File: src/hdl/swfr_pkg.sv
// Shared types and constants for the sync-word frame receiver.
// No dependencies; every other file imports this package.
package swfr_pkg;

    localparam int BYTE_W  = 8;
    localparam int INDEX_W = 7;
    localparam int RUN_W   = 3;

    localparam logic [BYTE_W-1:0] SYNC_BYTE_RESET = 8'hFF;

    // Receiver mode: hunting for the sync run, or inside a frame body.
    typedef enum logic {
        MODE_HUNT,
        MODE_FRAME
    } swfr_mode_t;

    // One result item as it leaves the frame logic.
    typedef struct packed {
        logic [BYTE_W-1:0]  data_byte;
        logic [INDEX_W-1:0] byte_index;
        logic               last;
        logic               frame_good;
    } swfr_result_t;

endpackage

File: src/hdl/swfr_if.sv
// Valid/ready channel interfaces for received bytes and frame results.
// Depends on swfr_pkg for field widths.
interface swfr_in_if;
    import swfr_pkg::*;

    logic              valid;
    logic              ready;
    logic [BYTE_W-1:0] rx_byte;
    logic              rx_error;

    modport source (output valid, output rx_byte, output rx_error, input ready);
    modport sink   (input valid, input rx_byte, input rx_error, output ready);
endinterface

interface swfr_out_if;
    import swfr_pkg::*;

    logic               valid;
    logic               ready;
    logic [BYTE_W-1:0]  data_byte;
    logic [INDEX_W-1:0] byte_index;
    logic               last;
    logic               frame_good;

    modport source (output valid, output data_byte, output byte_index, output last,
                    output frame_good, input ready);
    modport sink   (input valid, input data_byte, input byte_index, input last,
                    input frame_good, output ready);
endinterface

File: src/hdl/sync_word_frame_receiver.sv
// Sync-word frame receiver with XOR checksum, top level.
// A result appears at the output in the cycle after the byte's request is accepted.
// Throughput: one byte per cycle; the result register stalls input only when full.
// Reset (rst_n, async, active low): hunting, run count cleared, sync byte 0xFF.
// Depends on swfr_pkg, swfr_if, swfr_core and swfr_out_stage.
module sync_word_frame_receiver #(
    parameter int SYNC_LEN  = 4,
    parameter int FRAME_LEN = 86
) (
    input  logic                        clk,
    input  logic                        rst_n,
    input  logic                        cfg_we,
    input  logic [swfr_pkg::BYTE_W-1:0] cfg_wdata,
    swfr_in_if.sink                     rx,
    swfr_out_if.source                  frame
);
    import swfr_pkg::*;

    logic [BYTE_W-1:0] sync_byte_reg;
    logic              accept;
    logic              free;
    logic              res_valid;
    swfr_result_t      res;

    // Sync byte configuration register.
    always_ff @(posedge clk or negedge rst_n)
    begin
        if (!rst_n)
        begin
            sync_byte_reg <= SYNC_BYTE_RESET;
        end
        else if (cfg_we)
        begin
            sync_byte_reg <= cfg_wdata;
        end
    end

    assign rx.ready = free;
    assign accept   = rx.valid && free;

    swfr_core #(
        .SYNC_LEN  (SYNC_LEN),
        .FRAME_LEN (FRAME_LEN)
    ) u_core (
        .clk       (clk),
        .rst_n     (rst_n),
        .accept    (accept),
        .rx_byte   (rx.rx_byte),
        .rx_error  (rx.rx_error),
        .sync_byte (sync_byte_reg),
        .res_valid (res_valid),
        .res       (res)
    );

    swfr_out_stage u_out (
        .clk    (clk),
        .rst_n  (rst_n),
        .load   (res_valid),
        .res    (res),
        .free   (free),
        .out_ch (frame)
    );

endmodule

File: src/hdl/swfr_core.sv
// Frame state machine: sync hunt, body position, XOR accumulation.
// Depends on swfr_pkg; driven by the top level on each accepted request.
module swfr_core #(
    parameter int SYNC_LEN  = 4,
    parameter int FRAME_LEN = 86
) (
    input  logic                            clk,
    input  logic                            rst_n,
    input  logic                            accept,
    input  logic [swfr_pkg::BYTE_W-1:0]     rx_byte,
    input  logic                            rx_error,
    input  logic [swfr_pkg::BYTE_W-1:0]     sync_byte,
    output logic                            res_valid,
    output swfr_pkg::swfr_result_t          res
);
    import swfr_pkg::*;

    // A frame with no room for a body still carries a lone checksum byte.
    localparam int BODY_LEN = (FRAME_LEN > SYNC_LEN) ? (FRAME_LEN - SYNC_LEN) : 1;
    localparam logic [INDEX_W-1:0] LAST_POS = INDEX_W'(BODY_LEN - 1);
    localparam logic [RUN_W-1:0]   RUN_LAST = RUN_W'(SYNC_LEN - 1);

    swfr_mode_t         mode_reg, mode_next;
    logic [RUN_W-1:0]   sync_run_reg, sync_run_next;
    logic [INDEX_W-1:0] frame_pos_reg, frame_pos_next;
    logic [BYTE_W-1:0]  xor_acc_reg, xor_acc_next;

    // State registers.
    always_ff @(posedge clk or negedge rst_n)
    begin
        if (!rst_n)
        begin
            mode_reg      <= MODE_HUNT;
            sync_run_reg  <= '0;
            frame_pos_reg <= '0;
            xor_acc_reg   <= '0;
        end
        else
        begin
            mode_reg      <= mode_next;
            sync_run_reg  <= sync_run_next;
            frame_pos_reg <= frame_pos_next;
            xor_acc_reg   <= xor_acc_next;
        end
    end

    // Next state and the result for the byte in this request.
    always_comb
    begin
        mode_next      = mode_reg;
        sync_run_next  = sync_run_reg;
        frame_pos_next = frame_pos_reg;
        xor_acc_next   = xor_acc_reg;
        res_valid      = 1'b0;
        res.data_byte  = rx_byte;
        res.byte_index = frame_pos_reg;
        res.last       = 1'b0;
        res.frame_good = 1'b0;

        if (accept)
        begin
            if (rx_error)
            begin
                // A line error drops the byte and restarts the hunt.
                mode_next      = MODE_HUNT;
                sync_run_next  = '0;
                frame_pos_next = '0;
                xor_acc_next   = '0;
            end
            else
            begin
                unique case (mode_reg)
                    MODE_HUNT:
                    begin
                        if (rx_byte == sync_byte)
                        begin
                            if (sync_run_reg == RUN_LAST)
                            begin
                                mode_next      = MODE_FRAME;
                                sync_run_next  = '0;
                                frame_pos_next = '0;
                                xor_acc_next   = '0;
                            end
                            else
                            begin
                                sync_run_next = sync_run_reg + RUN_W'(1);
                            end
                        end
                        else
                        begin
                            sync_run_next = '0;
                        end
                    end
                    MODE_FRAME:
                    begin
                        res_valid = 1'b1;
                        if (frame_pos_reg == LAST_POS)
                        begin
                            // Checksum byte closes the frame.
                            res.last       = 1'b1;
                            res.frame_good = (rx_byte == xor_acc_reg);
                            mode_next      = MODE_HUNT;
                            sync_run_next  = '0;
                            frame_pos_next = '0;
                            xor_acc_next   = '0;
                        end
                        else
                        begin
                            xor_acc_next   = xor_acc_reg ^ rx_byte;
                            frame_pos_next = frame_pos_reg + INDEX_W'(1);
                        end
                    end
                    default:
                    begin
                        mode_next = MODE_HUNT;
                    end
                endcase
            end
        end
    end

endmodule

File: src/hdl/swfr_out_stage.sv
// Result register that holds one frame result until the sink takes it.
// Depends on swfr_pkg and the swfr_out_if interface.
module swfr_out_stage (
    input  logic                   clk,
    input  logic                   rst_n,
    input  logic                   load,
    input  swfr_pkg::swfr_result_t res,
    output logic                   free,
    swfr_out_if.source             out_ch
);
    import swfr_pkg::*;

    logic         valid_reg;
    swfr_result_t res_reg;

    // The register can take a new result when empty or being drained now.
    assign free = !valid_reg || out_ch.ready;

    // Valid flag.
    always_ff @(posedge clk or negedge rst_n)
    begin
        if (!rst_n)
        begin
            valid_reg <= 1'b0;
        end
        else if (free)
        begin
            valid_reg <= load;
        end
    end

    // Payload register.
    always_ff @(posedge clk)
    begin
        if (free && load)
        begin
            res_reg <= res;
        end
    end

    assign out_ch.valid      = valid_reg;
    assign out_ch.data_byte  = res_reg.data_byte;
    assign out_ch.byte_index = res_reg.byte_index;
    assign out_ch.last       = res_reg.last;
    assign out_ch.frame_good = res_reg.frame_good;

endmodule
File: src/flat_wrapper.sv
// flat-port wrapper written by rule: the top's interface ports become plain ports
module sync_word_frame_receiver_flat import swfr_pkg::*;
#(
    parameter int SYNC_LEN  = 4,
    parameter int FRAME_LEN = 86
)
  (clk, rst_n, cfg_we, cfg_wdata, rx_valid, rx_rx_byte, rx_rx_error, rx_ready, frame_valid, frame_data_byte, frame_byte_index, frame_last, frame_frame_good, frame_ready);
  swfr_in_if rx_i ();
  swfr_out_if frame_i ();
  input  logic clk;
  input  logic rst_n;
  input  logic cfg_we;
  input  logic [swfr_pkg::BYTE_W-1:0] cfg_wdata;
  input wire logic [$bits(rx_i.valid)-1:0] rx_valid;
  input wire logic [$bits(rx_i.rx_byte)-1:0] rx_rx_byte;
  input wire logic [$bits(rx_i.rx_error)-1:0] rx_rx_error;
  output wire logic [$bits(rx_i.ready)-1:0] rx_ready;
  output wire logic [$bits(frame_i.valid)-1:0] frame_valid;
  output wire logic [$bits(frame_i.data_byte)-1:0] frame_data_byte;
  output wire logic [$bits(frame_i.byte_index)-1:0] frame_byte_index;
  output wire logic [$bits(frame_i.last)-1:0] frame_last;
  output wire logic [$bits(frame_i.frame_good)-1:0] frame_frame_good;
  input wire logic [$bits(frame_i.ready)-1:0] frame_ready;
  assign rx_i.valid = rx_valid;
  assign rx_i.rx_byte = rx_rx_byte;
  assign rx_i.rx_error = rx_rx_error;
  assign rx_ready = rx_i.ready;
  assign frame_valid = frame_i.valid;
  assign frame_data_byte = frame_i.data_byte;
  assign frame_byte_index = frame_i.byte_index;
  assign frame_last = frame_i.last;
  assign frame_frame_good = frame_i.frame_good;
  assign frame_i.ready = frame_ready;
  sync_word_frame_receiver #(.SYNC_LEN(SYNC_LEN), .FRAME_LEN(FRAME_LEN)) u_core (.clk(clk), .rst_n(rst_n), .cfg_we(cfg_we), .cfg_wdata(cfg_wdata), .rx(rx_i), .frame(frame_i));
endmodule
File: config.mk
export PLATFORM = sky130hd
export DESIGN_NAME = sync_word_frame_receiver_flat
export DESIGN_NICKNAME = d
export VERILOG_FILES = /design/src/hdl/swfr_pkg.sv /design/src/hdl/swfr_if.sv /design/src/hdl/sync_word_frame_receiver.sv /design/src/hdl/swfr_core.sv /design/src/hdl/swfr_out_stage.sv /design/src/flat_wrapper.sv
export SDC_FILE = /design/constraint.sdc
export NUM_CORES = 1
export LEC_CHECK = 0
export BUFFER_PORTS_ARGS = -buffer_cell sky130_fd_sc_hd__buf_2
export CORE_ASPECT_RATIO = 2
export CORE_UTILIZATION = 50
export DETAILED_ROUTE_END_ITERATION = 8
export HOLD_SLACK_MARGIN = 0.06
export PLACE_DENSITY = 0.75
export RECOVER_POWER = 25
export SYNTH_ARGS = -nofsm -noshare
export SYNTH_HDL_FRONTEND = slang
export SYNTH_HIERARCHICAL = 1
export SYNTH_SLANG_ARGS = --single-unit
File: constraint.sdc
create_clock -name clk -period 2.4 [get_ports clk]
set_input_delay 0.24 -clock clk [delete_from_list [all_inputs] [get_ports clk]]
set_output_delay 0.24 -clock clk [all_outputs]
set_load 0.05 [all_outputs]
**After elaboration in Yosys (flattened, before gate mapping)**

Cells that the tools add are included.

- Magnitude comparators: 0
- Multiplexer cells: 24
- Eq/ne operators: 7
- Div/mod/pow operators: 0
- $mul: 0
- Shift operators: 0
- Bitwise operators: 4
- Add/subtract/negate cells: 2
- Reductions and logical operators: 8

Operators with widths:

| kind | number |
|---|---|
| $mux W8 | 4 |
| $mux W7 | 4 |
| $eq A8 B8 Y1 | 2 |
| $pmux W8 S2 | 1 |
| $pmux W7 S2 | 1 |
| $mux W3 | 4 |
| $xor A8 B8 Y8 | 1 |
| $add A7 B1 Y7 const B | 1 |
| $eq A7 B7 Y1 const B | 1 |
| $mux W1 | 7 |
| $ne A3 B3 Y1 const B | 2 |
| $pmux W3 S2 | 1 |
| $reduce_or A4 Y1 | 1 |
| $add A3 B1 Y3 const B | 1 |
| $eq A3 B2 Y1 const B | 1 |
| $ne A3 B2 Y1 const B | 1 |
| $not A1 Y1 | 3 |
| $reduce_and A3 Y1 | 1 |
| $reduce_or A3 Y1 | 1 |
| $logic_and A1 B1 Y1 | 2 |
| $mux W2 | 1 |
| $pmux W1 S2 | 1 |
| $reduce_and A2 Y1 | 1 |
| $logic_not A1 Y1 | 1 |
| $logic_or A1 B1 Y1 | 1 |

- Bits in writable memories: 0
- Memories kept: 0
- Flip-flop bits (word level): 45
- Bits in latches: 0
- ROM bits: 0
- Output and inout port bits: 19

**Longest topological paths before layout**

Gate-level depths: netlist (run 1).

- Word-level depth: 5
- Depth in mapped cells: 7
- Gate-level depth less buffers: 6

**Hierarchy**

The synthesis (run 1) kept the hierarchy.

Modules (own cells, without submodules):

| module | cells each | area each (sq um) | sequential area each (sq um) | times used |
|---|---|---|---|---|
| swfr_core | 148 | 1255.0 | 475.5 | 1 |
| swfr_out_stage | 21 | 564.3 | 535.5 | 1 |
| sync_word_frame_receiver | 18 | 347.8 | 210.2 | 1 |

**Worst setup path before layout (run 1)**

Ideal clock, no wire load.

- Kind: reg-to-reg
- Start point: register u_core.u_out.valid_reg (netlist: u_core/u_out/out_ch.valid)
- End point: register u_core.u_core.frame_pos_reg[1]
- Path slack: 300 ps
- Required time: 2271 ps
- Clock period less this slack: 2100 ps
- Data arrival time: 1971 ps
- Setup time: 129 ps
- Stages on the path, launching flop included: 7
- Path through: dfrtp_1 nand2b_4 and2_1 nand2_1 o31ai_1 buf_2 o22ai_1

- Cells in the longest elaborated chain, start to end: 4

Ends and longest elaborated chain:

| what | RTL line | text |
|---|---|---|
| from (decl) | swfr_out_stage.sv:13 | `logic valid_reg;` |
| from (signal assigned) | swfr_out_stage.sv:28 | `valid_reg <= load;` |
| $logic_not A1 Y1 | swfr_out_stage.sv:17 | `assign free = !valid_reg \|\| out_ch.ready;` |
| $logic_or A1 B1 Y1 | swfr_out_stage.sv:17 |  |
| named net rx_ready | flat_wrapper.sv:17 | `output wire logic [$bits(rx_i.ready)-1:0] rx_ready;` |
| $logic_and A1 B1 Y1 | sync_word_frame_receiver.sv:39 | `assign accept = rx.valid && free;` |
| named net u_core.accept | sync_word_frame_receiver.sv:20 | `logic accept;` |
| $reduce_and A3 Y1 (no line) | n/a |  |
| to (signal assigned) | swfr_core.sv:42 | `frame_pos_reg <= frame_pos_next;` |
| to (decl) | swfr_core.sv:25 | `logic [INDEX_W-1:0] frame_pos_reg, frame_pos_next;` |

The timed path passes the listed nets, and every way through them passes these cells.
A chain may end at the register's enable or synchronous reset.

**Final worst setup path (run 1)**

- Start point: register u_core.u_core.frame_pos_reg[1]
- End point: register u_core.u_core.frame_pos_reg[6]

- Cells in the longest elaborated chain, start to end: 4

Ends and longest elaborated chain:

| what | RTL line | text |
|---|---|---|
| $add A7 B1 Y7 or $eq A7 B7 Y1 (tied branches) | swfr_core.sv:110, swfr_core.sv:97 |  |
| $mux W7 * | swfr_core.sv:97 | `if (frame_pos_reg == LAST_POS)` |
| $pmux W7 S2 * | swfr_core.sv:72 | `unique case (mode_reg)` |
| $mux W7 * | swfr_core.sv:62 | `if (rx_error)` |

Mark *: on every way between the ends. The rest lies on a longest branch, timed or not.

==> results.cfg, run 1 <==
[sta]
rsz0062_at_grt = no
clock_skew_ns = 0.00343
slew_headroom_pct = -1.67
fin_crit_ns = 2.01
tightestPinTransition_ns = 1.53
max_freq_mhz = 496
finalHoldViolations = 0
setup_viol = 0
setup_slack_ns = 0.385
fin_crit_sh_pct = 84.0
drv_slew = 29
tns_ns = 0

[yosys]
syn_nets = 212
syn_inst = 187
synth.distinct_cells = 44
syn-cell-area_um2 = 2170
yosysSeqAreaShare_pct = 56.4
yosysWarnings = 6
yosysTopAreaCell = edfxtp_1
synthDominantCellAreaShare_pct = 23.6
synth_seq_cells = 45
avgSynthCellArea_um2 = 11.6
synth.area.top_cells = edfxtp_1, dfrtp_1, dfstp_2, mux2_4, o21ai_1

[setup_path]
slowest_delay_ns = 0.54
cp.required_ns = 2.56
cp_slowest_cell = nor4bb_1
worstSetupPathType = reg2reg
r2r_start = u_core/u_core/frame_pos_reg[1]$_DFFE_PN0P_
ff2ff_setup_slack_ns = 0.39
critPathBufInv = 1
worstReg2RegEnd = u_core/u_core/frame_pos_reg[6]$_DFFE_PN0P_
crit_chain = inv_1 -> ha_1 -> nor4bb_1 -> a21oi_1 -> nand3_1 -> o211ai_1
critPathLaunchType = flip-flop
cp.arrival_ns = 2.18
reg2reg_depth = 6
worstPathMaxFanout = 13
path_delay_family = simple AND/OR/NAND/NOR gates
end_kind = flip-flop

[grt]
grt_max_degree = 29
grt_pass1_vias = 1328
grt.total_usage_pct = 16.8
grt_pass1_wl_mm = 5.93
grt_overflow_total = 0
antenna_found_initial = 0

[detailed_routing]
wirelength_mm = 3.65
drtAntennaViolNets = 0
firstDrtPassIters = 4
viasPerCell = 5.31
wire_per_inst_um = 13.1
vias = 1482
drt_iter0_markers = 25
drc_errors = 0

[clock_network]
cts_buffers = 5
post-cts-setup-buffers = 0
cts.htree.levels = 2
insertion_delay_ns = 0.28
cts.sinks = 45
clk_pin_slew_worst_paths_ns = 0.08
cts_resized = 0
clockRootBuffer = clkbuf_8
cts_buffer_depth = 2
cts_tree = built
cts_hold_buffers = 1

[pwr]
p_per_area_nw_per_um2 = 725
ir_worst_vdd_v = 0.000487
p_leak_nw = 1.02

[placed_design]
gp_congestion = 0.794
dp.cells = 270
pre_cts_ws_ns = 0.416
portBuffers = 40
hpwlAfterDp_mm = 2.74

[cells_and_area]
final_net_count = 251
n_antenna_cell = 0
synthToLayoutAreaGrowth_pct = 14.3
final_cells = 279
drive_gt1_share_pct = 23.3
nFillCells = 375

[min_path]
hold_class = in2reg
hold_depth = 2
hp-start = cfg_wdata[2]
min_to = u_core/sync_byte_reg[2]$_DFFE_PN1P_

[job]
maxCapViolCount = 1

[floorplanning]
fp.dieW_um = 48.6
coreArea_um2 = 4130
dieArea_um2 = 4620
rows = 33
boundaryPins = 41
die_y_um = 95.1
start_util_pct = 52.5

[status]
violations = max-capacitance violations, max-slew violations
outcome = finished, violations left
-- metal layers --
metal	track usage, %	routed length, µm	up-vias
li1	-	-	724
met1	18.8	1530	711
met2	30.4	1900	39
met3	2.71	109	8
met4	8.58	106	0
met5	0	0	-
-- worst max-delay path by stage --
| stage | slack, ns | startpoint | endpoint | depth (start not counted) |
|---|---|---|---|---|
| 2_1_floorplan | 0.30 | u_core/u_out/out_ch.valid$_DFFE_PN0P_ | u_core/u_core/frame_pos_reg[1]$_DFFE_PN0P_ | 6 |
| 3_3_place_gp | 0.44 | u_core/u_core/xor_acc_reg[6]$_DFFE_PN0P_ | u_core/u_out/out_ch.frame_good$_DFFE_PP_ | 4 |
| 3_5_place_dp | 0.42 | u_core/u_core/xor_acc_reg[6]$_DFFE_PN0P_ | u_core/u_out/out_ch.frame_good$_DFFE_PP_ | 4 |
| 4_1_cts | 0.39 | u_core/u_out/out_ch.valid$_DFFE_PN0P_ | u_core/u_core/xor_acc_reg[4]$_DFFE_PN0P_ | 6 |
| 5_1_grt | 0.21 | u_core/u_core/frame_pos_reg[1]$_DFFE_PN0P_ | u_core/u_core/frame_pos_reg[6]$_DFFE_PN0P_ | 6 |
| 6_report | 0.39 | u_core/u_core/frame_pos_reg[1]$_DFFE_PN0P_ | u_core/u_core/frame_pos_reg[6]$_DFFE_PN0P_ | 6 |
-- cells in the final DEF (no fill, tap or decap), drive strengths merged, types with 3 or more instances in the layout --
cell and count:
a21oi 3, a31o 3, and2 4, buf 33, clkbuf 14, dfrtp 20
dfstp 8, edfxtp 17, ha 3, inv 17, mux2 8, nand2 5
nand3 3, nor2 7, nor2b 16, o21ai 24, or2 3, or4 5
xnor2 8
-- per-stage QoR --
step / instance area [µm²] / hold slack [ns] / util (%) / total power, mW
after floorplan: 2170 / -0.0556 / - / 1.19
after global placement: 2370 / 0.297 / 57.3 / 1.26
after detailed placement: 2370 / 0.298 / 57.3 / 1.27
after CTS: 2490 / 0.171 / 60.2 / 1.82
after global routing: 2480 / 0.178 / 60.0 / 1.88
final: 2480 / 0.186 / 60.0 / 1.80
-- area by class of cell --
| class | count | area [µm²] | area share, % |
|---|---|---|---|
| clock inverter | 3 | 41.3 | 1.67 |
| timing repair buffer | 43 | 214 | 8.64 |
| tap | 52 | 65.1 | 2.63 |
| clock buffer | 5 | 68.8 | 2.78 |
| inverter | 17 | 63.8 | 2.58 |
| sequential | 45 | 1220 | 49.3 |
| multi-input combinational | 114 | 802 | 32.4 |
-- cell families (layout without fill, tap and decap cells) --
family          count (synthesis)  in the layout  share of synthesized area [%]
compound gates                 39             39                           10.6
xor+xnor                        8              8                           3.23
fa+ha+maj                       3              3                           1.73
buf+inv                        28             68                           6.64
flops                          45             45                           56.4
mux                             8              8                           5.54
simple gates                   56             56                           15.9
-- synthesized netlist by cell type, drive strengths merged --
| cell | instances |
|---|---|
| o21ai | 24 |
| dfrtp | 20 |
| edfxtp | 17 |
| inv | 17 |
| nor2b | 16 |
| buf | 10 |
| dfstp | 8 |
| mux2 | 8 |
| xnor2 | 8 |
| nor2 | 7 |
| nand2 | 5 |
| or4 | 5 |
| and2 | 4 |
| a21oi | 3 |
| a31o | 3 |
| ha | 3 |
| nand3 | 3 |
| or2 | 3 |
| a21boi | 2 |
| nand2b | 2 |
| nand4 | 2 |
| nor4 | 2 |
| a2111oi | 1 |
| a211o | 1 |
| a31oi | 1 |
| and2b | 1 |
| and3 | 1 |
| clkbuf | 1 |
| nand3b | 1 |
| nor3 | 1 |
| nor3b | 1 |
| nor4bb | 1 |
| o211ai | 1 |
| o21a | 1 |
| o22ai | 1 |
| o31ai | 1 |
| or3 | 1 |
-- worst register-to-register path, cell delays in order (launching register included) --
cell	delay (ns)
dfrtp_1	0.41
inv_1	0.08
ha_1	0.14
nor4bb_1	0.54
a21oi_1	0.42
nand3_1	0.20
o211ai_1	0.10
-- power breakdown --
part           internal (mW)  switching [mW]  leakage [nW]  total, mW
Sequential             0.879          0.0526         0.509      0.932
Clock                  0.306           0.237        0.0518      0.543
Combinational          0.130           0.191         0.463      0.321
Total                   1.32           0.481          1.02       1.80
Power figures use the tool's default switching activity.
==> run 2, diff against run 1 <==
clock period = 1.96 ns   (was 2.4 ns; I/O delays follow)
==> results.cfg, run 2 (same netlist as run 1, synthesis figures left out) <==
[status]
outcome = complete, no violations

[sta]
tightestPinTransition_ns = 0.698
slew_headroom_pct = 53.5
clock_skew_ns = 0.00434
drv_slew = 0
max_freq_mhz = 531
rsz0062_at_grt = no
fin_crit_ns = 1.88
finalHoldViolations = 0
tns_ns = 0
setup_slack_ns = 0.0776
fin_crit_sh_pct = 96.0
setup_viol = 0

[grt]
grt_max_degree = 29
antenna_found_initial = 0
grt.total_usage_pct = 18.0
grt_pass1_wl_mm = 6.19
grt_overflow_total = 0
grt_pass1_vias = 1439

[setup_path]
worstPathMaxFanout = 3
r2r_start = u_core/u_core/xor_acc_reg[4]$_DFFE_PN0P_
cp.required_ns = 2.09
end_kind = flip-flop
worstReg2RegEnd = u_core/u_out/out_ch.frame_good$_DFFE_PP_
cp.arrival_ns = 2.01
ff2ff_setup_slack_ns = 0.08
reg2reg_depth = 4
critPathLaunchType = flip-flop
worstSetupPathType = reg2reg

[clock_network]
post-cts-setup-buffers = 0
insertion_delay_ns = 0.29
cts_buffers = 5
cts_buffer_depth = 2
cts.sinks = 45
clk_pin_slew_worst_paths_ns = 0.08
cts_tree = built
cts.htree.levels = 2
clockRootBuffer = clkbuf_8

[floorplanning]
fp.dieW_um = 48.6
coreArea_um2 = 4130
rows = 33
boundaryPins = 41
dieArea_um2 = 4620
die_y_um = 95.1
start_util_pct = 52.5

[detailed_routing]
firstDrtPassIters = 4
drc_errors = 0
wire_per_inst_um = 13.5
vias = 1457
drt_iter0_markers = 43
wirelength_mm = 3.84
viasPerCell = 5.13
drtAntennaViolNets = 0

[min_path]
hold_depth = 2
min_to = u_core/sync_byte_reg[6]$_DFFE_PN1P_
hp-start = cfg_wdata[6]
hold_class = in2reg

[pwr]
ir_worst_vdd_v = 0.000810
p_per_area_nw_per_um2 = 878
p_leak_nw = 1.07

[cells_and_area]
final_net_count = 256
drive_gt1_share_pct = 27.6
seq_area_um2 = 1220
final_common_cell = buf_2
nFillCells = 377
synthToLayoutAreaGrowth_pct = 17.1
n_antenna_cell = 0
multi_input_area_um2 = 830
final_cell_mix = buf_2, o21ai_1, dfrtp_1

[placed_design]
hpwlAfterDp_mm = 2.93
gp_congestion = 0.811
portBuffers = 40
pre_cts_ws_ns = 0.00973

[job]
maxCapViolCount = 0
==> run 2: timing repair <==
item | 4_1_cts | 5_1_grt
endpoints found under the setup margin | 1 | 4
hold endpoints to repair | 20 | 0
hold buffers | 1 | 0
pin swaps | 1 | 3
gates resized for setup | 1 | 3
==> run 2: routing by layer <==
metal	track usage (%)	share of wire (%)	wire length, µm
met5	0	0	0
met4	9.31	1.8	70
met3	3.19	3.3	125
met1	18.8	38	1470
met2	33.9	57	2180
==> run 2: worst max path at each step <==
stage / startpoint / end / slack (ns) / depth (start not counted)
after global placement: u_core/u_core/xor_acc_reg[6]$_DFFE_PN0P_ / u_core/u_out/out_ch.frame_good$_DFFE_PP_ / 0.06 / 4
after global routing: u_core/u_core/xor_acc_reg[4]$_DFFE_PN0P_ / u_core/u_out/out_ch.frame_good$_DFFE_PP_ / 0.02 / 4
final: u_core/u_core/xor_acc_reg[4]$_DFFE_PN0P_ / u_core/u_out/out_ch.frame_good$_DFFE_PP_ / 0.08 / 4
after CTS: u_core/u_core/xor_acc_reg[4]$_DFFE_PN0P_ / u_core/u_out/out_ch.frame_good$_DFFE_PP_ / 0.002 / 4
after floorplan: u_core/u_out/out_ch.valid$_DFFE_PN0P_ / u_core/u_core/xor_acc_reg[6]$_DFFE_PN0P_ / 0.06 / 7
after detailed placement: u_core/u_core/xor_acc_reg[6]$_DFFE_PN0P_ / u_core/u_out/out_ch.frame_good$_DFFE_PP_ / 0.01 / 4
==> run 2: cell type report <==
cell class | instances | area share, %
repair buffers | 48 | 9.86
inverters | 17 | 2.51
clock buffers | 6 | 2.86
clock inverters | 2 | 1.38
multi-input cells | 114 | 32.7
flip-flops and latches | 45 | 48.2
well taps | 52 | 2.56
==> run 2: per-stage QoR <==
stage	cell area, µm²	hold slack (ns)	instances	util (%)	power, mW
5_1_grt	2540	0.131	284	61.5	2.33
4_1_cts	2530	0.125	284	61.3	2.26
2_1_floorplan	2170	-0.0996	187	-	1.46
3_3_place_gp	2410	0.252	275	58.4	1.57
6_report	2540	0.133	284	61.5	2.23
3_5_place_dp	2410	0.256	275	58.4	1.59
==> run 2: power breakdown <==
group / switching (mW) / internal [mW] / total, mW
Combinational: 0.254 / 0.176 / 0.430
Clock: 0.289 / 0.378 / 0.667
Sequential: 0.0552 / 1.08 / 1.13
==> run 2: worst max-delay path, cell delays in order, from the launching register on <==
cell,delay (ns)
dfrtp_1,0.39
nor2b_1,0.14
or4_1,0.52
or4_4,0.56
nor4_4,0.13
